===== src/rtl/mrlq_pkg.sv =====
// ----------------------------------------------------------------------------
// mrlq_pkg
// shared types and codes for the multi-resource lock queue
// ----------------------------------------------------------------------------
package mrlq_pkg;

	// fixed payload widths
	localparam int MASK_IN_W = 10;
	localparam int SLOT_W    = 4;
	localparam int HANDLE_W  = 4;
	localparam int KIND_W    = 2;

	// most results one input item may produce
	localparam int MAX_RESULTS = 16;

	typedef logic [KIND_W-1:0] kind_t;
	typedef logic [1:0]        status_t;

	// command codes
	localparam logic CMD_ACQUIRE = 1'b0;
	localparam logic CMD_RELEASE = 1'b1;

	// result kinds
	localparam kind_t KIND_ASSIGNED = 2'd0;
	localparam kind_t KIND_GRANTED  = 2'd1;
	localparam kind_t KIND_FULL     = 2'd2;
	localparam kind_t KIND_BADREL   = 2'd3;

	// ring entry status
	localparam status_t ST_FREE = 2'd0;
	localparam status_t ST_WAIT = 2'd1;
	localparam status_t ST_HELD = 2'd2;
	localparam status_t ST_DONE = 2'd3;

	// sequencer controls for the scan unit
	typedef struct packed {
		logic clr;
		logic eval;
		logic adv;
	} scan_ctl_t;

endpackage


===== src/rtl/mrlq_req_if.sv =====
// ----------------------------------------------------------------------------
// mrlq_req_if
// request channel: acquire or release commands
// ----------------------------------------------------------------------------
interface mrlq_req_if;
	import mrlq_pkg::*;

	logic                 valid;
	logic                 ready;
	logic                 cmd;
	logic [MASK_IN_W-1:0] resource_mask;
	logic [SLOT_W-1:0]    slot;

	modport source (output valid, output cmd, output resource_mask, output slot, input ready);
	modport sink   (input valid, input cmd, input resource_mask, input slot, output ready);

endinterface


===== src/rtl/mrlq_rsp_if.sv =====
// ----------------------------------------------------------------------------
// mrlq_rsp_if
// result channel: handles, grants and errors
// ----------------------------------------------------------------------------
interface mrlq_rsp_if;
	import mrlq_pkg::*;

	logic                valid;
	logic                ready;
	kind_t               kind;
	logic [HANDLE_W-1:0] handle;
	logic                last;

	modport source (output valid, output kind, output handle, output last, input ready);
	modport sink   (input valid, input kind, input handle, input last, output ready);

endinterface


===== src/rtl/multi_resource_lock_queue_top.sv =====
// ----------------------------------------------------------------------------
// multi_resource_lock_queue_top
// fifo ring of multi-resource lock requests, granted in ring order when no earlier live entry shares a resource
// ----------------------------------------------------------------------------
// flow: an acquire scans the live entries, a release first frees released
//   entries at the head and then scans; an error result skips the scan
// a new request is taken only once the final result of the previous one is in
//   the output register; the ring scan and result stalls set the pace
// reset: status all free, head and tail at zero; the mask ram is not cleared
// ----------------------------------------------------------------------------
module multi_resource_lock_queue_top #(
	parameter int RING_DEPTH     = 16,
	parameter int RESOURCE_COUNT = 10
) (
	input  logic      clk,
	input  logic      arst_n,
	mrlq_req_if.sink  req,
	mrlq_rsp_if.source rsp
);
	import mrlq_pkg::*;

	localparam int SW = $clog2(RING_DEPTH);
	localparam int PW = SW + 1;
	localparam int MW = (RESOURCE_COUNT < MASK_IN_W) ? RESOURCE_COUNT : MASK_IN_W;
	localparam int NW = $clog2(MAX_RESULTS + 1);

	// sequencer states
	localparam logic [2:0] S_IDLE  = 3'd0;
	localparam logic [2:0] S_HEAD  = 3'd1;
	localparam logic [2:0] S_PRIME = 3'd2;
	localparam logic [2:0] S_SCAN  = 3'd3;
	localparam logic [2:0] S_FLUSH = 3'd4;

	logic [2:0]    state_q;
	logic [PW-1:0] head_q;
	logic [PW-1:0] tail_q;
	logic [PW-1:0] p_q;
	status_t       status_q [RING_DEPTH];

	// one result held back until we know whether it is the last one
	logic                pend_v_q;
	kind_t               pend_kind_q;
	logic [HANDLE_W-1:0] pend_handle_q;
	logic [NW-1:0]       n_q;

	// output register
	logic                out_valid_q;
	kind_t               out_kind_q;
	logic [HANDLE_W-1:0] out_handle_q;
	logic                out_last_q;

	logic          acc;
	logic [PW-1:0] used;
	logic          full;
	logic [SW-1:0] rel_idx;
	logic          rel_oob;
	logic          rel_bad;
	logic          out_free;
	logic [SW-1:0] cur;
	logic [PW-1:0] p_nxt;
	logic [SW-1:0] hd;
	logic          hd_done;
	logic          cap_ok;
	logic          grant;
	logic          stall;
	logic          push;
	logic          push_last;
	logic          ram_we;
	logic [SW-1:0] ram_raddr;
	logic [MW-1:0] ram_rdata;
	scan_ctl_t     ctl;

	// input side
	assign req.ready = (state_q == S_IDLE);
	assign acc       = req.valid && (state_q == S_IDLE);

	// ring occupancy; positions run modulo twice the depth
	assign used = tail_q - head_q;
	assign full = used[PW-1];

	// release check: slot in range and currently held
	assign rel_idx = SW'(req.slot);
	assign rel_oob = 32'(req.slot) >= 32'(RING_DEPTH);
	assign rel_bad = rel_oob || (status_q[rel_idx] != ST_HELD);

	assign out_free = !out_valid_q || rsp.ready;

	// scan pointer and head walk
	assign cur     = p_q[SW-1:0];
	assign p_nxt   = p_q + PW'(1);
	assign hd      = head_q[SW-1:0];
	assign hd_done = (head_q != tail_q) && (status_q[hd] == ST_DONE);
	assign cap_ok  = n_q < NW'(MAX_RESULTS);

	// with a result pending the scan waits for room in the output register
	assign ctl.clr  = (state_q == S_PRIME);
	assign ctl.eval = (state_q == S_SCAN) && (p_q != tail_q);
	assign stall    = pend_v_q && !out_free;
	assign ctl.adv  = (state_q == S_SCAN) && (p_q != tail_q) && !stall;

	// read address runs one entry ahead so the ram keeps pace with the scan
	always_comb begin
		if (state_q == S_SCAN) begin
			ram_raddr = ctl.adv ? p_nxt[SW-1:0] : cur;
		end else begin
			ram_raddr = hd;
		end
	end

	assign ram_we = acc && (req.cmd == CMD_ACQUIRE) && !full;

	mrlq_ram #(
		.WIDTH (MW),
		.DEPTH (RING_DEPTH)
	) u_mask_ram (
		.clk   (clk),
		.we    (ram_we),
		.waddr (tail_q[SW-1:0]),
		.wdata (req.resource_mask[MW-1:0]),
		.raddr (ram_raddr),
		.rdata (ram_rdata)
	);

	mrlq_scan_unit #(
		.MASK_W (MW)
	) u_scan (
		.clk    (clk),
		.arst_n (arst_n),
		.ctl    (ctl),
		.status (status_q[cur]),
		.mask   (ram_rdata),
		.cap_ok (cap_ok),
		.grant  (grant)
	);

	// a new grant pushes the previous result out; flush marks the final one
	assign push      = (ctl.adv && grant && pend_v_q) ||
	                   ((state_q == S_FLUSH) && pend_v_q && out_free);
	assign push_last = (state_q == S_FLUSH);

	// sequencer and ring status
	always_ff @(posedge clk or negedge arst_n) begin
		if (!arst_n) begin
			state_q  <= S_IDLE;
			head_q   <= '0;
			tail_q   <= '0;
			p_q      <= '0;
			pend_v_q <= 1'b0;
			n_q      <= '0;
			for (int i = 0; i < RING_DEPTH; i++) begin
				status_q[i] <= ST_FREE;
			end
		end else begin
			case (state_q)
				S_IDLE: begin
					if (acc) begin
						if (req.cmd == CMD_ACQUIRE) begin
							pend_v_q <= 1'b1;
							n_q      <= NW'(1);
							if (full) begin
								state_q <= S_FLUSH;
							end else begin
								status_q[tail_q[SW-1:0]] <= ST_WAIT;
								tail_q  <= tail_q + PW'(1);
								state_q <= S_PRIME;
							end
						end else if (rel_bad) begin
							pend_v_q <= 1'b1;
							n_q      <= NW'(1);
							state_q  <= S_FLUSH;
						end else begin
							status_q[rel_idx] <= ST_DONE;
							pend_v_q <= 1'b0;
							n_q      <= '0;
							state_q  <= S_HEAD;
						end
					end
				end
				S_HEAD: begin
					// free released entries at the head, one per cycle
					if (hd_done) begin
						status_q[hd] <= ST_FREE;
						head_q       <= head_q + PW'(1);
					end else begin
						state_q <= S_PRIME;
					end
				end
				S_PRIME: begin
					p_q     <= head_q;
					state_q <= S_SCAN;
				end
				S_SCAN: begin
					if (!ctl.eval) begin
						state_q <= S_FLUSH;
					end else if (ctl.adv) begin
						p_q <= p_nxt;
						if (grant) begin
							status_q[cur] <= ST_HELD;
							pend_v_q      <= 1'b1;
							n_q           <= n_q + NW'(1);
						end
					end
				end
				S_FLUSH: begin
					if (!pend_v_q) begin
						state_q <= S_IDLE;
					end else if (out_free) begin
						pend_v_q <= 1'b0;
						state_q  <= S_IDLE;
					end
				end
				default: begin
					state_q <= S_IDLE;
				end
			endcase
		end
	end

	// pending result payload
	always_ff @(posedge clk) begin
		if (acc) begin
			if (req.cmd == CMD_ACQUIRE) begin
				pend_kind_q   <= full ? KIND_FULL : KIND_ASSIGNED;
				pend_handle_q <= full ? '0 : HANDLE_W'(tail_q[SW-1:0]);
			end else begin
				pend_kind_q   <= KIND_BADREL;
				pend_handle_q <= req.slot;
			end
		end else if (ctl.adv && grant) begin
			pend_kind_q   <= KIND_GRANTED;
			pend_handle_q <= HANDLE_W'(cur);
		end
	end

	// output register
	always_ff @(posedge clk or negedge arst_n) begin
		if (!arst_n) begin
			out_valid_q <= 1'b0;
		end else if (push) begin
			out_valid_q <= 1'b1;
		end else if (rsp.ready) begin
			out_valid_q <= 1'b0;
		end
	end

	always_ff @(posedge clk) begin
		if (push) begin
			out_kind_q   <= pend_kind_q;
			out_handle_q <= pend_handle_q;
			out_last_q   <= push_last;
		end
	end

	assign rsp.valid  = out_valid_q;
	assign rsp.kind   = out_kind_q;
	assign rsp.handle = out_handle_q;
	assign rsp.last   = out_last_q;

endmodule


===== src/rtl/mrlq_ram.sv =====
// ----------------------------------------------------------------------------
// mrlq_ram
// generic single-write, single-read ram with registered read data
// ----------------------------------------------------------------------------
module mrlq_ram #(
	parameter int WIDTH = 10,
	parameter int DEPTH = 16
) (
	input  logic                     clk,
	input  logic                     we,
	input  logic [$clog2(DEPTH)-1:0] waddr,
	input  logic [WIDTH-1:0]         wdata,
	input  logic [$clog2(DEPTH)-1:0] raddr,
	output logic [WIDTH-1:0]         rdata
);

	logic [WIDTH-1:0] mem_q [DEPTH];

	always_ff @(posedge clk) begin
		if (we) begin
			mem_q[waddr] <= wdata;
		end
		rdata <= mem_q[raddr];
	end

endmodule


===== src/rtl/mrlq_scan_unit.sv =====
// ----------------------------------------------------------------------------
// mrlq_scan_unit
// conflict check for one ring entry per step, accumulating the busy set
// ----------------------------------------------------------------------------
module mrlq_scan_unit #(
	parameter int MASK_W = 10
) (
	input  logic                clk,
	input  logic                arst_n,
	input  mrlq_pkg::scan_ctl_t ctl,
	input  mrlq_pkg::status_t   status,
	input  logic [MASK_W-1:0]   mask,
	input  logic                cap_ok,
	output logic                grant
);
	import mrlq_pkg::*;

	logic [MASK_W-1:0] busy_q;
	logic              live;

	// waiting entry with no overlap against earlier live entries, while result room is left
	assign grant = ctl.eval && (status == ST_WAIT) && ((mask & busy_q) == '0) && cap_ok;
	assign live  = (status == ST_WAIT) || (status == ST_HELD);

	always_ff @(posedge clk or negedge arst_n) begin
		if (!arst_n) begin
			busy_q <= '0;
		end else if (ctl.clr) begin
			busy_q <= '0;
		end else if (ctl.adv && live) begin
			busy_q <= busy_q | mask;
		end
	end

endmodule


===== src/flat_wrapper.sv =====
// flat-port wrapper written by rule: the top's interface ports become plain ports
module multi_resource_lock_queue_top_flat import mrlq_pkg::*;
#(
	parameter int RING_DEPTH     = 16,
	parameter int RESOURCE_COUNT = 10
)
  (clk, arst_n, req_valid, req_cmd, req_resource_mask, req_slot, req_ready, rsp_valid, rsp_kind, rsp_handle, rsp_last, rsp_ready);
  mrlq_req_if req_i ();
  mrlq_rsp_if rsp_i ();
  input  logic clk;
  input  logic arst_n;
  input wire logic [$bits(req_i.valid)-1:0] req_valid;
  input wire logic [$bits(req_i.cmd)-1:0] req_cmd;
  input wire logic [$bits(req_i.resource_mask)-1:0] req_resource_mask;
  input wire logic [$bits(req_i.slot)-1:0] req_slot;
  output wire logic [$bits(req_i.ready)-1:0] req_ready;
  output wire logic [$bits(rsp_i.valid)-1:0] rsp_valid;
  output wire logic [$bits(rsp_i.kind)-1:0] rsp_kind;
  output wire logic [$bits(rsp_i.handle)-1:0] rsp_handle;
  output wire logic [$bits(rsp_i.last)-1:0] rsp_last;
  input wire logic [$bits(rsp_i.ready)-1:0] rsp_ready;
  assign req_i.valid = req_valid;
  assign req_i.cmd = req_cmd;
  assign req_i.resource_mask = req_resource_mask;
  assign req_i.slot = req_slot;
  assign req_ready = req_i.ready;
  assign rsp_valid = rsp_i.valid;
  assign rsp_kind = rsp_i.kind;
  assign rsp_handle = rsp_i.handle;
  assign rsp_last = rsp_i.last;
  assign rsp_i.ready = rsp_ready;
  multi_resource_lock_queue_top #(.RING_DEPTH(RING_DEPTH), .RESOURCE_COUNT(RESOURCE_COUNT)) u_core (.clk(clk), .arst_n(arst_n), .req(req_i), .rsp(rsp_i));
endmodule

===== config.mk =====
export PLATFORM = sky130hd
export DESIGN_NAME = multi_resource_lock_queue_top_flat
export DESIGN_NICKNAME = d
export VERILOG_FILES = /design/src/rtl/mrlq_pkg.sv /design/src/rtl/mrlq_req_if.sv /design/src/rtl/mrlq_rsp_if.sv /design/src/rtl/multi_resource_lock_queue_top.sv /design/src/rtl/mrlq_ram.sv /design/src/rtl/mrlq_scan_unit.sv /design/src/flat_wrapper.sv
export SDC_FILE = /design/constraint.sdc
export NUM_CORES = 1
export LEC_CHECK = 0
export BUFFER_PORTS_ARGS = -buffer_cell sky130_fd_sc_hd__buf_2
export CORE_ASPECT_RATIO = 0.7
export CORE_MARGIN = 2
export CORE_UTILIZATION = 55
export CTS_CLUSTER_SIZE = 24
export DETAILED_ROUTE_END_ITERATION = 8
export HOLD_SLACK_MARGIN = 0.06
export PLACE_DENSITY_LB_ADDON = 0.05
export SLEW_MARGIN = 20
export SYNTH_ARGS = -nofsm -noshare
export SYNTH_HDL_FRONTEND = slang
export SYNTH_SLANG_ARGS = --single-unit

===== constraint.sdc =====
create_clock -name clk -period 4.2 [get_ports clk]
set_input_delay 0.42 -clock clk [delete_from_list [all_inputs] [get_ports clk]]
set_output_delay 0.42 -clock clk [all_outputs]
set_load 0.02 [all_outputs]

==> impl_metrics.ini, run 1 <==
[yosys]
avgSynthCellArea_sq_um = 11.7
synth-edff-count = 173
yosysMostFrequentCell = edfxtp_1
syn-num-nets = 1063
seq_area_frac_synth_pct = 58.7
ys_ff_latch = 250
synthArstFlopShare_pct = 26.8
synthTopCellsByCount = 173 x edfxtp_1, 150 x nand2_1, 67 x dfrtp_1
synthTopCellsByArea = edfxtp_1 43%, dfrtp_1 14%, nand2_1 4.7%
synthFlopType = edfxtp_1
synth_cell_types = 64
synth_top_area_share_pct = 43.1
syn_inst = 1026
syn-cell-area_sq_um = 12100
synth-warning-count = 0
synth_top_area_cell = edfxtp_1

[grt]
grt_pass1_wl_um = 50700
antenna_found_initial = 0
grt_max_degree = 62
grtUsageTotal_pct = 29.4
grt_pass1_vias = 8135
grt_overflow_total = 0

[timing]
worst_pin_slew_ns = 0.850
finClkSkew_ns = 0.0165
setup_slack_ns = 0.286
finalCritPeriodShare_pct = 93.2
setup_viol = 0
period_needed_ns = 3.91
slew_headroom_pct = 43.1
setup_tns_ns = 0
rsz0062_at_grt = false
hold_violations = 0
maxSlewViolCount = 0
max_freq_mhz = 256

[flow_run]
drv_cap = 0

[routing]
dr.first_iter.drc_count = 994
routedWlPerCell_um = 24.4
postRouteAntennaNets = 0
routed_wl_um = 33500
vias = 8611
vias_per_cell = 6.27
first_pass_iters = 7
drc = 0

[floorplanning]
num_io_pins = 28
fp.dieW_um = 181
die_h_um = 128
core_region_area_sq_um = 21600
dieArea_sq_um = 23100
initial_utilization_pct = 55.9
rows = 45

[clock_tree]
clkTransAtPathRegs_ns = 0.07
cts_setup_buffers = 0
root_buffer = clkbuf_16
cts_tree = yes
clk_latency_ns = 0.52
cts_max_level = 1
cts.sinks = 250
cts_max_path_buffers = 3
cts_made_buffers = 25

[cells_and_area]
nets = 1110
drive_gt1_share_pct = 16.5
stdcell_count = 1373
area.growth.synth_to_final_pct = 11.8
fin_util_pct = 62.5
fillers = 1709
diodes = 0

[placed_design]
placed_cells = 1327
numPortBuffers = 27
pre_cts_ws_ns = 0.206
hpwl_um = 22800
gp_congestion = 1.00

[pwr]
max-vdd-ir-drop_mv = 0.389
p_leak_nw = 5.09
power_density_nw_per_um2 = 730

[outcome]
status = finished, final reports clean

[critical_path]
crit_required_ns = 4.60
critPathMaxFanout = 22
critPathKind = reg -> reg
arrival_ns = 4.31
end_kind = flop
cp-start-kind = flop

[worst_hold_path]
hold_class = in -> reg
-- cells by family (layout without fill, tap and decap cells) --
kind of cell | Yosys count | in the layout | share of synthesized area [%]
compound gates | 237 | 237 | 12.5
xor+xnor | 18 | 18 | 1.31
fa+ha+maj | 18 | 18 | 1.87
buf+inv | 80 | 145 | 3.00
flops | 250 | 250 | 58.7
mux | 97 | 97 | 10.3
simple gates | 326 | 326 | 12.3
-- layout make-up --
class	instances	area (sq um)	share of cell area (%)
clock buffers	34	659	4.89
multi-input cells	696	4650	34.5
repair buffers	79	553	4.10
inverters	21	83.8	0.622
clock inverters	11	110	0.817
well taps	282	353	2.62
flip-flops and latches	250	7070	52.5
-- worst paths after layout --
kind	startpoint	cells after the start	slack (ns)	end
worst max register to register	u_core.p_q[0]$_DFFE_PN0P_	13	0.29	u_core.status_q[8]$_DFFE_PN0P_
max in group asynchronous	arst_n	3	2.81	u_core.head_q[0]$_DFFE_PN0P_
min in group asynchronous	arst_n	2	0.29	u_core.status_q[10]$_DFFE_PN0P_
worst min register to register	u_core.pend_kind_q[1]$_SDFFCE_PN0P_	0	0.42	u_core.rsp.kind[1]$_DFFE_PP_
worst max-delay path	u_core.p_q[0]$_DFFE_PN0P_	13	0.29	u_core.status_q[8]$_DFFE_PN0P_
worst min-delay path	req_resource_mask[0]	1	0.28	u_core.u_mask_ram.mem_q[8][0]$_DFFE_PP_
-- flip-flops by register name, indices dropped and copies added, names as in the netlist --
signal,flops
u_core.rsp.valid,1
u_core.pend_handle_q,4
u_core.n_q,5
u_core.pend_v_q,1
u_core.u_mask_ram.mem_q,160
u_core.rsp.kind,2
u_core.head_q,5
u_core.pend_kind_q,2
u_core.rsp.last,1
u_core.status_q,32
u_core.state_q,3
u_core.rsp.handle,4
u_core.u_scan.busy_q,10
u_core.tail_q,5
u_core.p_q,5
u_core.u_mask_ram.rdata,10
-- routing by layer --
| layer | part of all wire, % | wire (um) | track usage (%) | vias to the layer above |
|---|---|---|---|---|
| met5 | 0 | 0 | 0 | - |
| met3 | 11 | 3610 | 9.40 | 58 |
| met2 | 39 | 13100 | 38.9 | 424 |
| met4 | 2.1 | 707 | 6.36 | 0 |
| li1 | - | - | - | 3922 |
| met1 | 48 | 16100 | 46.7 | 4207 |
-- repair_timing --
action | CTS | global route
hold buffers | 1 | 0
endpoints found under the setup margin | 0 | 2
resized for setup | 0 | 1
hold endpoints to repair | 9 | 0
-- per-stage QoR --
stage               hold WS, ns  cell area [sq um]  power [mW]
finish                    0.276              13500        9.84
global route              0.268              13500        10.4
CTS                       0.261              13500        9.78
detailed placement        0.303              12700        7.63
global placement          0.298              12700        7.59
floorplan                 0.124              12100        6.32
-- critical path, cell delays in order, from the launching register on --
cell,delay (ns)
dfrtp_1,0.58
buf_4,0.25
mux4_2,0.31
mux4_2,0.48
inv_1,0.07
ha_1,0.12
nor2b_1,0.10
and4_1,0.17
nand3_1,0.16
o21a_1,0.23
or2_2,0.36
a211o_2,0.52
o31ai_1,0.30
o21ai_0,0.12
-- where the power goes --
part | internal [mW] | switching (mW) | leakage (nW)
clock network | 1.23 | 0.919 | 0.379
logic | 1.62 | 2.56 | 2.24
registers | 3.05 | 0.468 | 2.48
total | 5.89 | 3.94 | 5.09
-- placed cells by master, fill, tap and decap left out, drive strengths merged, types with 6 or more instances in the layout --
| master | instances |
|---|---|
| nand2 | 150 |
| mux2i | 40 |
| clkbuf | 34 |
| nor2 | 65 |
| dfrtp | 67 |
| inv | 22 |
| dfxtp | 10 |
| nor3 | 15 |
| a22oi | 6 |
| clkinv | 8 |
| a32oi | 6 |
| nand4 | 15 |
| o211ai | 45 |
| mux4 | 17 |
| nor2b | 13 |
| o31ai | 6 |
| a31oi | 10 |
| nand3 | 36 |
| o21ai | 67 |
| ha | 18 |
| o21a | 7 |
| buf | 78 |
| mux2 | 40 |
| edfxtp | 173 |
| xnor2 | 14 |
| a21oi | 57 |
| nand2b | 11 |
(Power assumes the default switching activity.)
==> inputs of run 2 (changes only) <==
--- a/config.mk
+++ b/config.mk
@@ -13,7 +13,6 @@
 export DETAILED_ROUTE_END_ITERATION = 8
 export HOLD_SLACK_MARGIN = 0.06
 export PLACE_DENSITY_LB_ADDON = 0.05
-export SLEW_MARGIN = 20
 export SYNTH_ARGS = -nofsm -noshare
 export SYNTH_HDL_FRONTEND = slang
 export SYNTH_SLANG_ARGS = --single-unit
==> constraint.sdc (replaced) <==
create_clock -name clk -period 4.7 [get_ports clk]
set_input_delay 0.47 -clock clk [delete_from_list [all_inputs] [get_ports clk]]
set_output_delay 0.47 -clock clk [all_outputs]
set_load 0.02 [all_outputs]
==> run 2 against run 1 <==
  * Register-to-register slack improved by 0.41 ns
  * Worst setup slack improved by 0.41 ns
  * Clock skew rose by 0.0029 ns
  * Cell count fell by 0.73%
==> impl_metrics.ini, run 2 (synthesized netlist as in run 1, its figures left out) <==
[critical_path]
crit_slowest_cell = a211o_1
reg2reg_depth = 13
crit_required_ns = 5.09
critical-path-top-delay-family = compound AO/OA/AOI/OAI gates
end_kind = flop
arrival_ns = 4.39
critPathMaxFanout = 22
critPathKind = reg -> reg
path_cells = buf_4 -> mux4_2 -> mux4_2 -> inv_1 -> ha_1 -> nor2b_1 -> and4_1 -> nand3_1 -> o21a_1 -> or2_2 -> a211o_1 -> o31ai_1 -> o21ai_0
crit_cells = 13
crit_top_cell = mux4_2
critPathBufInv = 2
cp-start-kind = flop
critPathMaxStageDelay_ns = 0.60

[flow_run]
drv_cap = 0

[routing]
first_pass_iters = 5
routed_wl_um = 32400
vias = 8720
routedWlPerCell_um = 23.8
drc = 0
wl_met1_um = 15200
wl_met3_um = 3710
postRouteAntennaNets = 0
routed.top_layer = met4
wl_met2_um = 12800
dr.first_iter.drc_count = 1081
vias_per_cell = 6.40

[clock_tree]
cts_made_buffers = 25
cts_setup_buffers = 0
clkTransAtPathRegs_ns = 0.07
postCtsHoldBufs = 0
cts_max_level = 1
root_buffer = clkbuf_16
cts_max_path_buffers = 3
cts_tree = yes
cts.sinks = 250
clk_latency_ns = 0.53
cts_resized = 0

[pwr]
p_leak_nw = 5.03
power_density_nw_per_um2 = 648
max-vdd-ir-drop_mv = 0.317

[floorplanning]
die_h_um = 128
core_region_area_sq_um = 21600
num_io_pins = 28
dieArea_sq_um = 23100
rows = 45
fp.dieW_um = 181
initial_utilization_pct = 55.9

[timing]
max_freq_mhz = 250
worst_pin_slew_ns = 1.40
maxSlewViolCount = 0
slew_headroom_pct = 5.62
rsz0062_at_grt = false
finalCritPeriodShare_pct = 85.2
setup_viol = 0
period_needed_ns = 4.00
setup_tns_ns = 0
setup_slack_ns = 0.697
finClkSkew_ns = 0.0194
hold_violations = 0

[cells_and_area]
drive_gt1_share_pct = 15.7
top_register = u_core.u_mask_ram.mem_q
largest_register_ff_count = 160
final_cell_mix = 173 x edfxtp_1, 150 x nand2_1, 67 x dfrtp_1
mostFrequentLayoutCell = edfxtp_1
nets = 1100
stdcell_area_sq_um = 13400
diodes = 0
area.growth.synth_to_final_pct = 11.3
fillers = 1736
reg_top3 = u_core.u_mask_ram.mem_q x160, u_core.status_q x32

[worst_hold_path]
hold_class = in -> async

[grt]
antenna_found_initial = 0
grt_pass1_wl_um = 49200
grt_pass1_vias = 7943
grt_max_degree = 81
grtUsageTotal_pct = 28.4
grt_overflow_total = 0

[placed_design]
numPortBuffers = 27
dpl_cell_area_sq_um = 12600
gp_congestion = 0.991
hpwl_um = 21500
pre_cts_ws_ns = 0.716

[outcome]
status = finished, final reports clean
## run 2: cell count changes in the layout (fill, tap and decap cells not counted), sizes merged, moves of 2 or more
cell and delta:
inv -2, clkinvlp +4, clkinv -2, buf -9
## run 2: final timing paths
check / end / start / slack (ns)
max: u_core.status_q[8]$_DFFE_PN0P_ / u_core.p_q[0]$_DFFE_PN0P_ / 0.70
min: u_core.status_q[27]$_DFFE_PN0P_ / arst_n / 0.05
max reg2reg: u_core.status_q[8]$_DFFE_PN0P_ / u_core.p_q[0]$_DFFE_PN0P_ / 0.70
min reg2reg: u_core.rsp.handle[1]$_DFFE_PP_ / u_core.pend_handle_q[1]$_DFFE_PP_ / 0.42
max in group asynchronous: u_core.u_scan.busy_q[7]$_DFFE_PN0P_ / arst_n / 3.64
min in group clk: u_core.u_mask_ram.mem_q[2][8]$_DFFE_PP_ / req_resource_mask[8] / 0.32
## run 2: final cells by class
type                    count  area, sq um  area share [%]
clock inverters            10         81.3           0.607
well taps                 282          353            2.63
multi-input cells         696         4650            34.7
clock buffers              35          683            5.10
inverters                  21         83.8           0.625
repair buffers             69          488            3.64
flip-flops and latches    250         7070            52.7
## run 2: power by group
group	switching (mW)	internal [mW]
logic	2.25	1.42
registers	0.399	2.72
clock network	0.825	1.07
total	3.48	5.21
## run 2: metal layers
| layer | track usage [%] | up-vias |
|---|---|---|
| li1 | - | 3906 |
| met1 | 46.0 | 4269 |
| met2 | 37.5 | 493 |
| met3 | 7.56 | 52 |
| met4 | 6.36 | 0 |
| met5 | 0 | - |
## run 2: worst reg2reg max path, delay by kind of cell, from the launching register on
| family | cells | cell delay (ns) |
|---|---|---|
| compound gates | 4 | 1.28 |
| mux | 2 | 1.00 |
| simple gates | 4 | 0.76 |
| flops | 1 | 0.40 |
| buf+inv | 2 | 0.30 |
| fa+ha+maj | 1 | 0.12 |
## run 2: through the flow
| step | hold slack (ns) | utilization, % | cells | power (mW) |
|---|---|---|---|---|
| 2_1_floorplan | 0.174 | - | 1026 | 5.65 |
| 3_3_place_gp | 0.401 | 58.6 | 1318 | 6.72 |
| 3_5_place_dp | 0.405 | 58.6 | 1318 | 6.75 |
| 4_1_cts | 0.0842 | 62.2 | 1363 | 8.65 |
| 5_1_grt | 0.125 | 62.2 | 1363 | 9.18 |
| 6_report | 0.0495 | 62.2 | 1363 | 8.69 |
==> inputs of run 3 (changes only) <==
--- a/config.mk
+++ b/config.mk
@@ -5,6 +5,7 @@
 export SDC_FILE = /design/constraint.sdc
 export NUM_CORES = 1
 export LEC_CHECK = 0
+export ABC_AREA = 1
 export BUFFER_PORTS_ARGS = -buffer_cell sky130_fd_sc_hd__buf_2
 export CORE_ASPECT_RATIO = 0.7
 export CORE_MARGIN = 2
==> run 3 against run 2 <==
  * Combinational power down 11%
  * Design area increased by 6.4%
  * Sequential share of layout area fell by 3.2 points
  * Sequential cell count unchanged
  * Die area is 8.3% higher
  * Critical path depth up 1
==> impl_metrics.ini, run 3 <==
[yosys]
synthArstFlopShare_pct = 26.8
ys_ff_latch = 250
synth_cell_types = 45
synthTopCellsByArea = edfxtp_1 40%, dfrtp_1 13%, nand2_1 10%
syn-num-nets = 1548
syn-cell-area_sq_um = 13100
syn_inst = 1511
synthTopCellsByCount = 349 x nand2_1, 221 x nand3_1, 173 x edfxtp_1
yosysMostFrequentCell = nand2_1
synthFlopType = edfxtp_1
synth_top_area_share_pct = 39.7
avgSynthCellArea_sq_um = 8.65
synth_top_area_cell = edfxtp_1
seq_area_frac_synth_pct = 54.1
synth-warning-count = 0
synth-edff-count = 173

[critical_path]
end_kind = flop
critPathBufInv = 2
crit_required_ns = 5.11
crit_cells = 14
critPathKind = reg -> reg
path_cells = clkinv_1 -> o21ai_0 -> a21oi_1 -> nor4_1 -> ha_1 -> nand3_1 -> nor4_1 -> nand2_2 -> nand2_4 -> inv_2 -> nand2_4 -> nand2_8 -> nand2_1 -> o21ai_1
reg2reg_depth = 14
critPathMaxStageDelay_ns = 0.51
timing.rr.start = u_core.p_q[0]$_DFFE_PN0P_
r2r-end = u_core.status_q[31]$_DFFE_PN0P_
cp-start-kind = flop
critPathMaxFanout = 55
arrival_ns = 4.09
reg2reg_slack_ns = 1.02
crit_slowest_cell = nor4_1
critical-path-top-delay-family = simple AND/OR/NAND/NOR gates

[clock_tree]
root_buffer = clkbuf_16
cts_resized = 0
cts_max_path_buffers = 3
clk_latency_ns = 0.54
cts_tree = yes
cts_made_buffers = 25
cts_setup_buffers = 0
cts.sinks = 250
cts_max_level = 1
postCtsHoldBufs = 0
clkTransAtPathRegs_ns = 0.07

[placed_design]
hpwl_um = 27100
pre_cts_ws_ns = 1.07
dpl_cell_area_sq_um = 13400
placed_cells = 1811
gp_congestion = 1.01
numPortBuffers = 27

[floorplanning]
fp.dieW_um = 188
initial_utilization_pct = 55.7
rows = 47
num_io_pins = 28
die_h_um = 133
dieArea_sq_um = 25000
core_region_area_sq_um = 23500

[grt]
grt_overflow_total = 0
grt_pass1_vias = 9639
grt_pass1_wl_um = 59000
grt_max_degree = 81
grtUsageTotal_pct = 31.4
antenna_found_initial = 1

[cells_and_area]
fillers = 2045
stdcell_area_sq_um = 14300
top_register = u_core.u_mask_ram.mem_q
nets = 1557
final_cell_mix = 349 x nand2_1, 221 x nand3_1, 173 x edfxtp_1
area.growth.synth_to_final_pct = 9.07
mostFrequentLayoutCell = nand2_1
stdcell_count = 1858
largest_register_ff_count = 160
drive_gt1_share_pct = 8.51
reg_top3 = u_core.u_mask_ram.mem_q x160, u_core.status_q x32

[timing]
whs_ns = 0.0698
period_needed_ns = 3.68
finalCritPeriodShare_pct = 78.3
rsz0062_at_grt = false
setup_viol = 0
finClkSkew_ns = 0.0137
setup_tns_ns = 0
max_freq_mhz = 272
slew_headroom_pct = 36.2
maxSlewViolCount = 0
worst_pin_slew_ns = 0.957
hold_violations = 0
setup_slack_ns = 1.02

[pwr]
max-vdd-ir-drop_mv = 0.427
power.internal_mw = 4.83
p_sw_mw = 3.54
switching_share_pct = 42.3
p_clk_share_pct = 24.5
pwr-share-seq_pct = 36.5
combPwrFrac_pct = 39.0
power_density_nw_per_um2 = 587
p_leak_nw = 6.09

[routing]
dr.first_iter.drc_count = 1541
routed_wl_um = 39400
drc = 0
first_pass_iters = 6
postRouteAntennaNets = 0
vias_per_cell = 5.93
routedWlPerCell_um = 21.2
vias = 11000

[outcome]
status = finished, final reports clean

[flow_run]
drv_cap = 0

[worst_hold_path]
hold_class = in -> async
==> run 3: cell families (layout without fill, tap and decap cells) <==
| kind of cell | after synthesis | in the layout | share of synthesized area (%) |
|---|---|---|---|
| AO/OA/AOI/OAI | 272 | 272 | 11.5 |
| buffers and inverters | 245 | 273 | 8.05 |
| other | 0 | 1 | 0 |
| XOR/XNOR | 13 | 13 | 0.871 |
| AND/OR/NAND/NOR | 713 | 713 | 23.7 |
| flip-flops | 250 | 250 | 54.1 |
| adder cells (fa/ha/maj) | 18 | 18 | 1.72 |
==> run 3: final cells by class <==
cell class / count / area, sq um / area share (%)
clock buffers: 36 / 727 / 5.10
inverters: 172 / 646 / 4.53
flip-flops and latches: 250 / 7070 / 49.6
clock inverters: 10 / 115 / 0.807
repair buffers: 55 / 348 / 2.44
multi-input cells: 1016 / 4950 / 34.7
well taps: 318 / 398 / 2.79
diodes: 1 / 2.50 / 0.0175
==> run 3: power by group through the flow <==
stage	Sequential [mW]	Clock, mW	Combinational, mW
after floorplan	2.93	0	2.45
after global placement	3.08	0	3.16
after CTS	3.03	2.07	3.21
after global routing	3.09	2.14	3.61
final	3.05	2.05	3.27
after detailed placement	3.08	0	3.19
==> run 3: stage by stage <==
stage | power [mW] | util [%]
5_1_grt | 8.84 | 60.8
4_1_cts | 8.31 | 60.8
6_report | 8.37 | 60.8
2_1_floorplan | 5.37 | -
3_5_place_dp | 6.26 | 57.2
3_3_place_gp | 6.24 | 57.2
==> run 3: how the worst max path moves through the flow <==
stage	startpoint	endpoint	slack, ns
6_report	u_core.p_q[0]$_DFFE_PN0P_	u_core.status_q[31]$_DFFE_PN0P_	1.02
5_1_grt	u_core.p_q[0]$_DFFE_PN0P_	u_core.status_q[3]$_DFFE_PN0P_	0.71
4_1_cts	u_core.p_q[0]$_DFFE_PN0P_	u_core.status_q[25]$_DFFE_PN0P_	1.04
3_5_place_dp	u_core.p_q[0]$_DFFE_PN0P_	u_core.status_q[31]$_DFFE_PN0P_	1.07
3_3_place_gp	u_core.p_q[1]$_DFFE_PN0P_	u_core.status_q[21]$_DFFE_PN0P_	1.21
2_1_floorplan	u_core.p_q[0]$_DFFE_PN0P_	u_core.status_q[31]$_DFFE_PN0P_	1.75
==> run 3: routing by layer <==
layer / routed length [um] / track usage, % / vias to the layer above
li1: - / - / 5144
met1: 18200 / 51.5 / 5186
met2: 15400 / 40.7 / 631
met3: 5040 / 8.36 / 54
met4: 731 / 7.17 / 0
met5: 0 / 0 / -
